[config.mk]
export PLATFORM = sky130hd
export DESIGN_NAME = slt_cell
export DESIGN_NICKNAME = d
export VERILOG_FILES = /design/src/slt_pkg.sv /design/src/slt_cell.sv
export SDC_FILE = /design/constraint.sdc
export NUM_CORES = 1
export LEC_CHECK = 0
export BUFFER_PORTS_ARGS = -buffer_cell sky130_fd_sc_hd__buf_2
export CORE_MARGIN = 4
export CORE_UTILIZATION = 40
export CTS_BUF_LIST = sky130_fd_sc_hd__clkbuf_4 sky130_fd_sc_hd__clkbuf_8
export DETAILED_ROUTE_END_ITERATION = 16
export PLACE_DENSITY = 0.73
export REMOVE_ABC_BUFFERS = 1
export SETUP_SLACK_MARGIN = 0.3
export SLEW_MARGIN = 10
export SYNTH_ARGS = -nofsm -noshare
export SYNTH_HDL_FRONTEND = slang
export SYNTH_SLANG_ARGS = --single-unit
[constraint.sdc]
create_clock -name clock -period 10.5 [get_ports clock]
set_clock_uncertainty 0.05 [all_clocks]
set_input_delay 1.05 -clock clock [delete_from_list [all_inputs] [get_ports clock]]
set_output_delay 1.05 -clock clock [all_outputs]
set_load 0.005 [all_outputs]
[src/slt_pkg.sv]
// ----------------------------------------------------------------------------
// slt_pkg
// Shared types and constants of the sequential list table: action codes,
// field widths, the probe record that walks the cell chain and the shift
// command broadcast to every cell.
// ----------------------------------------------------------------------------
package slt_pkg;

   localparam int CAPACITY = 64;
   localparam int ACTION_W = 3;
   localparam int POS_W    = 7;
   localparam int DATA_W   = 32;

   typedef logic [POS_W-1:0]         pos_type;
   typedef logic signed [DATA_W-1:0] data_type;

   typedef enum logic [ACTION_W-1:0] {
      ACT_CLEAR  = 3'd0,
      ACT_FIND   = 3'd1,
      ACT_SITE   = 3'd2,
      ACT_INSERT = 3'd3,
      ACT_DELETE = 3'd4,
      ACT_GET    = 3'd5
   } action_type;

   typedef enum logic [1:0] {
      PRB_FIND,
      PRB_SITE,
      PRB_READ
   } probe_mode_type;

   typedef enum logic [1:0] {
      SH_NONE,
      SH_INSERT,
      SH_REMOVE
   } shift_op_type;

   typedef enum logic {
      ST_IDLE,
      ST_SCAN
   } state_type;

   typedef struct packed {
      logic           active;
      probe_mode_type mode;
      data_type       key;
      pos_type        pos;
      logic           hit;
      pos_type        index;
      data_type       element;
   } probe_type;

   typedef struct packed {
      shift_op_type op;
      pos_type      pos;
      data_type     value;
      pos_type      count;
   } shift_cmd_type;

   typedef struct packed {
      logic     ok;
      pos_type  index;
      data_type element;
      pos_type  count;
   } result_type;

endpackage

[src/slt_cell.sv]
// ----------------------------------------------------------------------------
// slt_cell
// One slot of the list. Holds one element, shifts it to or from a neighbor
// on insert and remove, and registers the probe record on its way down the
// chain after checking its own element against it.
// ----------------------------------------------------------------------------
module slt_cell (
   input  logic                   clock,
   input  logic                   reset,
   input  slt_pkg::pos_type       my_index,
   input  slt_pkg::shift_cmd_type cmd,
   input  slt_pkg::data_type      left_elem,
   input  slt_pkg::data_type      right_elem,
   input  slt_pkg::probe_type     probe_in,
   output slt_pkg::data_type      elem,
   output slt_pkg::probe_type     probe_out
);
   import slt_pkg::*;

   data_type  elem_ff, elem_in;
   probe_type probe_ff, probe_in_nx;
   logic      occupied;
   logic      below_last;

   assign occupied   = my_index < cmd.count;
   assign below_last = ({1'b0, my_index} + {{POS_W{1'b0}}, 1'b1}) < {1'b0, cmd.count};

   always_comb begin
      elem_in = elem_ff;
      case (cmd.op)
         SH_INSERT: begin
            if (my_index == cmd.pos) begin
               elem_in = cmd.value;
            end else if (my_index > cmd.pos && my_index <= cmd.count) begin
               elem_in = left_elem;
            end
         end
         SH_REMOVE: begin
            // pull the right neighbor down over the removed slot
            if (my_index >= cmd.pos && below_last) begin
               elem_in = right_elem;
            end
         end
         default: elem_in = elem_ff;
      endcase
   end

   always_comb begin
      probe_in_nx = probe_in;
      if (probe_in.active && !probe_in.hit) begin
         case (probe_in.mode)
            PRB_FIND: begin
               if (occupied && elem_ff == probe_in.key) begin
                  probe_in_nx.hit   = 1'b1;
                  probe_in_nx.index = my_index;
               end
            end
            PRB_SITE: begin
               if (!occupied || $signed(probe_in.key) < $signed(elem_ff)) begin
                  probe_in_nx.hit   = 1'b1;
                  probe_in_nx.index = my_index;
               end
            end
            PRB_READ: begin
               if (my_index == probe_in.pos) begin
                  probe_in_nx.hit     = 1'b1;
                  probe_in_nx.element = elem_ff;
               end
            end
            default: probe_in_nx = probe_in;
         endcase
      end
   end

   always_ff @(posedge clock) begin
      elem_ff <= elem_in;
      if (reset) begin
         probe_ff <= '0;
      end else begin
         probe_ff <= probe_in_nx;
      end
   end

   assign elem      = elem_ff;
   assign probe_out = probe_ff;

endmodule
==> impl_results.md, run 1 <==
* Post-route cell area at 7880 sq um
* Category of the worst setup path capture point: flip-flop
* Initial antenna violation count at 0
* Start of the worst register-to-register path: elem[11]
* Core Region at about 14,000 sq um
* Number of warnings reported in the yosys synthesis log at 0
* Hold bufs inserted after CTS at 0
* TritonCTS clock tree: done
* Clock network latency to the later pin of the worst-skew pair at 0.43 ns
* Starting utilization of the core area at about two fifths
* Post-route non-filler standard cell count at around 1,100
* Final Net Count at 1,144
* Startpoint of the lowest-slack hold path: elem[1]
* Sequential cell area fraction in the yosys report at 45.7%
* Bufs and invs on worst path at 1
* Critical path origin: my_index[0]
* Max capacitance violation total at 0
* Capture instance of the worst register-to-register path: probe_out[34]
* Total power after layout at 1.13 mW
* # diodes at 0
* Maximum number of pins on one net before global-route repair at 83
* Transition time at the pin with the least slew margin at about 1.1 ns
* Top flip-flop cell by instance count after synthesis: dfxtp_1
* Vias at 5,155
* Wire length of the first global-routing pass at 25,800 um
* Worst hold path depth at 2
* Leading area contributor after synthesis: dfxtp_1
* R2R setup slack at slightly below 8 ns
* Kind of critical path: in -> reg
* Peak per-stage delay on the critical path at 0.86 ns
* Element type at the critical path start: input port
* Mean routed wirelength per cell at between 15 and 20 um
* Share of the synthesized area in the top cell type at slightly below 30%
* Pins Over Slew Limit at 0
* Total DRC errors in the routed layout at 0
* Average via count per standard cell at between 4 and 5
* Post-Synthesis Cells at 571
* Number of register bits inferred by synthesis at 114
* Arrival time of the worst setup path at 3.74 ns
* Count of endpoints failing setup in the final report at 0
* H-tree levels at 4
* Leakage power at slightly below 4 nW
* Synth cell types at 40
* Post-Route Utilization at a little under three fifths
* Fmax at 267 MHz
* Final-layout setup total negative slack at 0 ns
* Final worst path period need at 3.75 ns
* Die outline area at about 16,000 sq um
* DP Wirelength at between 10,000 and 15,000 um
* # fillers at between 1,000 and 1,500
* Kind of cell adding the most delay to the critical path: compound AO/OA/AOI/OAI gates
* Final hold vios at 0
* Critical path depth at 11
* Max clock buf depth at 2
* Ordered cell list for the critical path: buf_2 -> ha_1 -> ha_1 -> nor2b_1 -> o21a_1 -> o21a_1 -> o21a_1 -> o21a_1 -> o21ai_1 -> a41oi_1 -> a21oi_4
* Top-level I/O count at ~320
* Crit share post-route at between 30 and 40%
* Class of the tightest hold or removal check: reg -> reg
* VDD IR max at 79.7 uV
* CTS clk-pin slew, worst paths at around 0.07 ns
* Power density over the cells at 143 nW/um^2
* Post-synth EDFFs at 32
* Routed wire length at 16,900 um
* Initial drt markers at 131
* Slowest cell on crit path: a21oi_4
* Avg Inst Size Synth at roughly 10 sq um
* Residual overflow from global routing at 0
* Area grow syn2layout at 38.4%
* Vert. Die Dim at 127 um
* Req. time, crit path at 10.49 ns
* Share of final-layout standard cells stronger than drive strength 1 at between 40% and 50%
* Remaining number of nets flagged by the antenna check after routing at 0
* Number of cell instances on the worst register-to-register path at 10
* Overall Global Routing Usage at 20.5%
* Number of buffers added by the clock tree synthesis step at 17
* Post-CTS Repair Setup Buffers at 0
* TritonCTS Sinks at 114
* Port bufs at 316
* RD Place Congestion at 0.865
* CTS resizes at 0
* Clk root buf: clkbuf_8
* Library cell appearing most often on the critical path: o21a_1
* Post-synth ARST share at 0%
* Post-synth design cell area at 5700 sq um
* Number of global-route vias before repair at 5,226
* Area after DPL at between 7000 and 8000 sq um
* Die Span X at 127 um
* Worst slew margin at a little over a quarter
* Result of the run: finished, final reports clean
* Number of placement rows at 43
* Maximum fanout along the worst path at 32
* Cells after DPL at ~1,000
* Setup repair after global routing missed its margin: no
* Router iterations before antenna repair at 4
* Cell types occupying the most area after synthesis: dfxtp_1 29%, edfxtp_1 17%, mux2i_1 13%
* CP endpoint: elem[25]
## cell usage after synthesis, types with 3 or more instances
cell	instances
buf_2	4
xor2_1	8
o21ai_0	37
nand4_1	9
o21a_1	5
clkbuf_1	17
dfxtp_1	82
nor2b_1	45
edfxtp_1	32
nor3_1	3
xnor2_1	4
a21o_1	3
a21oi_1	19
nor2_1	45
nor4_1	4
buf_6	3
inv_1	49
mux2i_1	72
nand2_1	42
nand3_1	10
nor3b_1	3
ha_1	54
## power breakdown
group          internal [mW]  switching, mW
combinational         0.0928         0.0964
sequential             0.485         0.0143
clock                  0.254          0.182
## worst reg2reg max path: stages (launching register included)
cell and delay, ns:
edfxtp_1 0.42, inv_1 0.06, ha_1 0.31, nand4_1 0.18, nor4_1 0.52, and3_1 0.25, mux2i_1 0.07, o2bb2ai_1 0.30
o21ai_4 0.17, mux2i_1 0.21, nor2_1 0.06
## cell families (layout without fill, tap and decap cells)
group	count (synthesis)	count (layout)	share of synthesized area (%)
buffers and inverters	73	402	5.29
XOR/XNOR	12	12	1.84
adder cells (fa/ha/maj)	54	54	11.9
AO/OA/AOI/OAI	78	78	8.17
flip-flops	114	114	45.7
AND/OR/NAND/NOR	168	168	14.5
multiplexers	72	72	12.6
## routing by layer
| layer | GRT usage (%) | part of all wire, % |
|---|---|---|
| met1 | 22.1 | 38 |
| met2 | 37.3 | 52 |
| met3 | 7.40 | 8.7 |
| met4 | 6.12 | 1.2 |
| met5 | 0 | 0 |
## how the worst min path moves through the flow
stage	slack [ns]	end
floorplan	0.48	probe_out[10]
global placement	0.48	probe_out[1]
detailed placement	0.48	probe_out[1]
CTS	0.49	probe_out[1]
global route	0.52	probe_out[1]
finish	0.48	probe_out[1]
## stage by stage
stage,hold WS [ns],worst slack [ns]
floorplan,0.483,4.86
global placement,0.479,6.31
detailed placement,0.485,6.30
CTS,0.493,6.73
global route,0.518,6.54
finish,0.483,6.75
## area by class of cell
class / count / area [sq um] / area share, %
Clock inverter: 12 / 153 / 1.94
Multi-Input combinational cell: 384 / 2830 / 35.8
Clock buffer: 20 / 275 / 3.49
Tap cell: 180 / 225 / 2.86
Sequential cell: 114 / 2600 / 33.0
Inverter: 49 / 184 / 2.33
Timing Repair Buffer: 321 / 1620 / 20.5
## flip-flops by register name (all words and copies together) (netlist names)
signal,cells
elem,32
probe_out,82
## cells in the final DEF (no fill, tap or decap), drive strengths merged, types with 3 or more instances in the layout
master  count
nand4       9
nor3b       3
xnor2       4
nor4        4
nand2      42
dfxtp      82
xor2        8
o21ai      41
ha         54
mux2i      72
clkinv      6
clkbuf     20
edfxtp     32
o21a        5
nor3        3
bufinv      3
inv        52
nand3      10
nor2b      45
a21oi      20
a21o        3
buf       321
nor2       45
Power figures use the tool's default switching activity.
==> run 2, diff against run 1 <==
Settings changed: ABC_AREA from default to 1, PLACE_DENSITY 0.73 to 0.72.
Clock period 10.5 ns to 3.55 ns, I/O delays scaled along.
==> impl_results.md, run 2 <==
* Maximum fanout along the worst path at 22 (-31%)
* Leakage power at 4.57 nW (+18%)
* Residual overflow from global routing at 0 (unchanged)
* CTS clk-pin slew, worst paths at 0.08 ns (about the same)
* Maximum number of pins on one net before global-route repair at 65 (-22%)
* Ordered cell list for the critical path: buf_2 -> ha_1 -> nand3_1 -> xor2_1 -> inv_1 -> ha_1 -> a21boi_0 -> o21ai_0 -> a21boi_0 -> nor4_1 -> o22ai_1 -> clkinv_1 -> buf_12
* Leading cell type in the layout, fill and taps excluded: buf_2
* Setup repair after global routing missed its margin: no
* Critical path depth at 13 (+2)
* Critical path origin: my_index[0]
* Category of the worst setup path capture point: flip-flop
* Number of warnings reported in the yosys synthesis log at 0 (unchanged)
* Fmax at 384 MHz
* Post-synth design cell area at 6250 sq um (+9.7%)
* Final hold vios at 0 (unchanged)
* Most used standard cell by instance count after synthesis: nand2_1
* Initial drt markers at 260 (+98%)
* Top-level I/O count at 317 (unchanged)
* Share of the synthesized area in the top cell type at 26.3% (-2.5 points)
* Result of the run: finished, final reports clean
* Arrival time of the worst setup path at 2.74 ns (-1.00 ns)
* Share of final-layout standard cells stronger than drive strength 1 at 38.3% (-1.9 points)
* Hold bufs inserted after CTS at 0 (unchanged)
* Number of flip-flops under the largest register name at 82 (unchanged)
* Kind of cell adding the most delay to the critical path: buffers and inverters
* Synth cell types at 44 (+10%)
* Sequential cell area fraction in the yosys report at 41.6% (-4.0 points)
* Number of cell instances on the worst register-to-register path at 12 (+2)
* Most used cells in the layout excluding fill and tap cells: 315 x buf_2, 145 x nand2_1, 122 x nor2_1
* TritonCTS Sinks at 114 (unchanged)
* Transition time at the pin with the least slew margin at 0.735 ns (-0.368 ns)
* Clk root buf: clkbuf_8
* Port bufs at 316 (unchanged)
* Worst slew margin at 51.0% (+25 points)
* Vias at 6,162 (+20%)
* Number of global-route vias before repair at 6,068 (+16%)
* Crit share post-route at 73.3%
* Number of buffers added by the clock tree synthesis step at 17 (unchanged)
* Post-synth EDFFs at 32 (unchanged)
* Final worst path period need at around 2.6 ns
* Mean routed wirelength per cell at 15.2 um (-2.5%)
* Worst hold margin at 0.0777 ns (-0.405 ns)
* Class of the tightest hold or removal check: in -> reg
* Starting utilization of the core area at 41.0% (+0.077 points)
* Total power after layout at 3.55 mW (+220%)
* Total DRC errors in the routed layout at 0 (unchanged)
* Avg Inst Size Synth at 8.25 sq um (-17%)
* Max capacitance violation total at 0 (unchanged)
* Count of endpoints failing setup in the final report at 0 (unchanged)
* Clock network latency to the later pin of the worst-skew pair at 0.44 ns (about the same)
* Bufs and invs on worst path at 4 (+3)
* Leading area contributor after synthesis: dfxtp_1
* Average via count per standard cell at 4.76 (-0.31%)
* Max clock buf depth at 2 (unchanged)
* Peak per-stage delay on the critical path at 0.41 ns (-0.45 ns)
* Post-CTS Repair Setup Buffers at 0 (unchanged)
* RD Place Congestion at 0.882 (+2.0%)
* Cell types occupying the most area after synthesis: dfxtp_1 26%, edfxtp_1 15%, ha_1 11%
* Core Region at 15,300 sq um (+9.5%)
* # fillers at 1,449 (+10%)
* Vert. Die Dim at 133 um (+4.4%)
* Commonest cells in the synthesized netlist: 146 x nand2_1, 122 x nor2_1, 115 x inv_1, 82 x dfxtp_1, 54 x ha_1
* Start of the worst register-to-register path: elem[7]
* Overall Global Routing Usage at 22.1% (+1.7 points)
* Number of register bits inferred by synthesis at 114 (unchanged)
* Die outline area at 17,700 sq um (+9.1%)
* Number of placement rows at 45 (+4.7%)
* Wire length of the first global-routing pass at 30,700 um (+19%)
* Final-layout setup total negative slack at 0 ns (unchanged)
* H-tree levels at 4 (unchanged)
* Element type at the critical path start: input port
* Pins Over Slew Limit at 0 (unchanged)
* Remaining number of nets flagged by the antenna check after routing at 0 (unchanged)
* CP endpoint: elem[31]
* VDD IR max at 221 uV (+180%)
* CTS resizes at 0 (unchanged)
* Die Span X at 133 um (+4.4%)
* Router iterations before antenna repair at 5 (+1)
* Routed wire length at 19,700 um (+17%)
* Kind of critical path: in -> reg
* R2R setup slack at 1.28 ns (-6.47 ns)
* Initial antenna violation count at 1 (+1)
* Capture instance of the worst register-to-register path: probe_out[32]
* Top flip-flop cell by instance count after synthesis: dfxtp_1
* Req. time, crit path at 3.68 ns (-6.81 ns)
* Slowest cell on crit path: clkinv_1
* Power density over the cells at 418 nW/um^2 (+190%)
* Post-Synthesis Cells at 758 (+33%)
* Area grow syn2layout at 35.9%
* Post-synth ARST share at 0% (unchanged)
* TritonCTS clock tree: done
* DP Wirelength at 15,800 um (+17%)
* Final Net Count at 1,327 (+16%)
## run 2: changes by cell type after synthesis, moves of 27 or more
cell / delta
a211oi_2: +27
a31oi_1: +34
inv_1: +66
mux2i_1: -72
nand2_1: +104
nor2_1: +77
nor2b_1: -45
o21ai_0: -32
## run 2: cell families (layout without fill, tap and decap cells)
logic type / after synthesis / in the layout / share of synthesized area (%)
xor+xnor: 10 / 10 / 1.40
compound gates: 115 / 115 / 14.6
flops: 114 / 114 / 41.6
simple gates: 316 / 316 / 22.0
buf+inv: 149 / 474 / 9.55
other cells: 0 / 1 / 0
fa+ha+maj: 54 / 54 / 10.8
## run 2: worst min path at each step
| stage | end | slack (ns) | depth (start not counted) | start |
|---|---|---|---|---|
| 2_1_floorplan | probe_out[32] | 0.37 | 1 | reset |
| 3_3_place_gp | probe_out[1] | 0.52 | 2 | elem[1] |
| 3_5_place_dp | probe_out[28] | 0.53 | 2 | elem[28] |
| 4_1_cts | probe_out[54] | 0.05 | 3 | probe_in[54] |
| 5_1_grt | probe_out[54] | 0.04 | 3 | probe_in[54] |
| 6_report | probe_out[54] | 0.08 | 3 | probe_in[54] |
## run 2: worst min-delay path, stage by stage
cell and delay [ns]:
buf_2 0.11, inv_1 0.04, nor2_1 0.03
## run 2: area by class of cell
class | instances | area (sq um) | area share [%]
clock buffers | 23 | 304 | 3.58
diodes | 1 | 2.50 | 0.0295
clock inverters | 9 | 150 | 1.77
multi-input cells | 495 | 3060 | 36.0
flip-flops and latches | 114 | 2600 | 30.6
repair buffers | 324 | 1670 | 19.7
inverters | 118 | 445 | 5.24
well taps | 211 | 264 | 3.11
## run 2: through the flow
step	worst slack [ns]	utilization (%)	instances	cell area [sq um]
finish	0.946	55.7	1295	8490
global route	0.733	55.7	1295	8490
CTS	0.971	55.6	1294	8490
detailed placement	0.519	52.7	1262	8040
global placement	0.601	52.7	1262	8040
floorplan	0.352	-	727	6100
## run 2: metal layers
layer / GRT usage, % / vias to the layer above / wire length (um)
met5: 0 / - / 0
met4: 8.43 / 0 / 431
met3: 5.93 / 32 / 1370
met2: 38.9 / 242 / 9880
met1: 25.7 / 2786 / 8060
li1: - / 3102 / -
## run 2: power by group
| group | total [mW] | internal, mW | switching (mW) |
|---|---|---|---|
| registers | 1.47 | 1.44 | 0.0312 |
| clock network | 1.38 | 0.854 | 0.528 |
| logic | 0.698 | 0.303 | 0.395 |
| total | 3.55 | 2.59 | 0.955 |
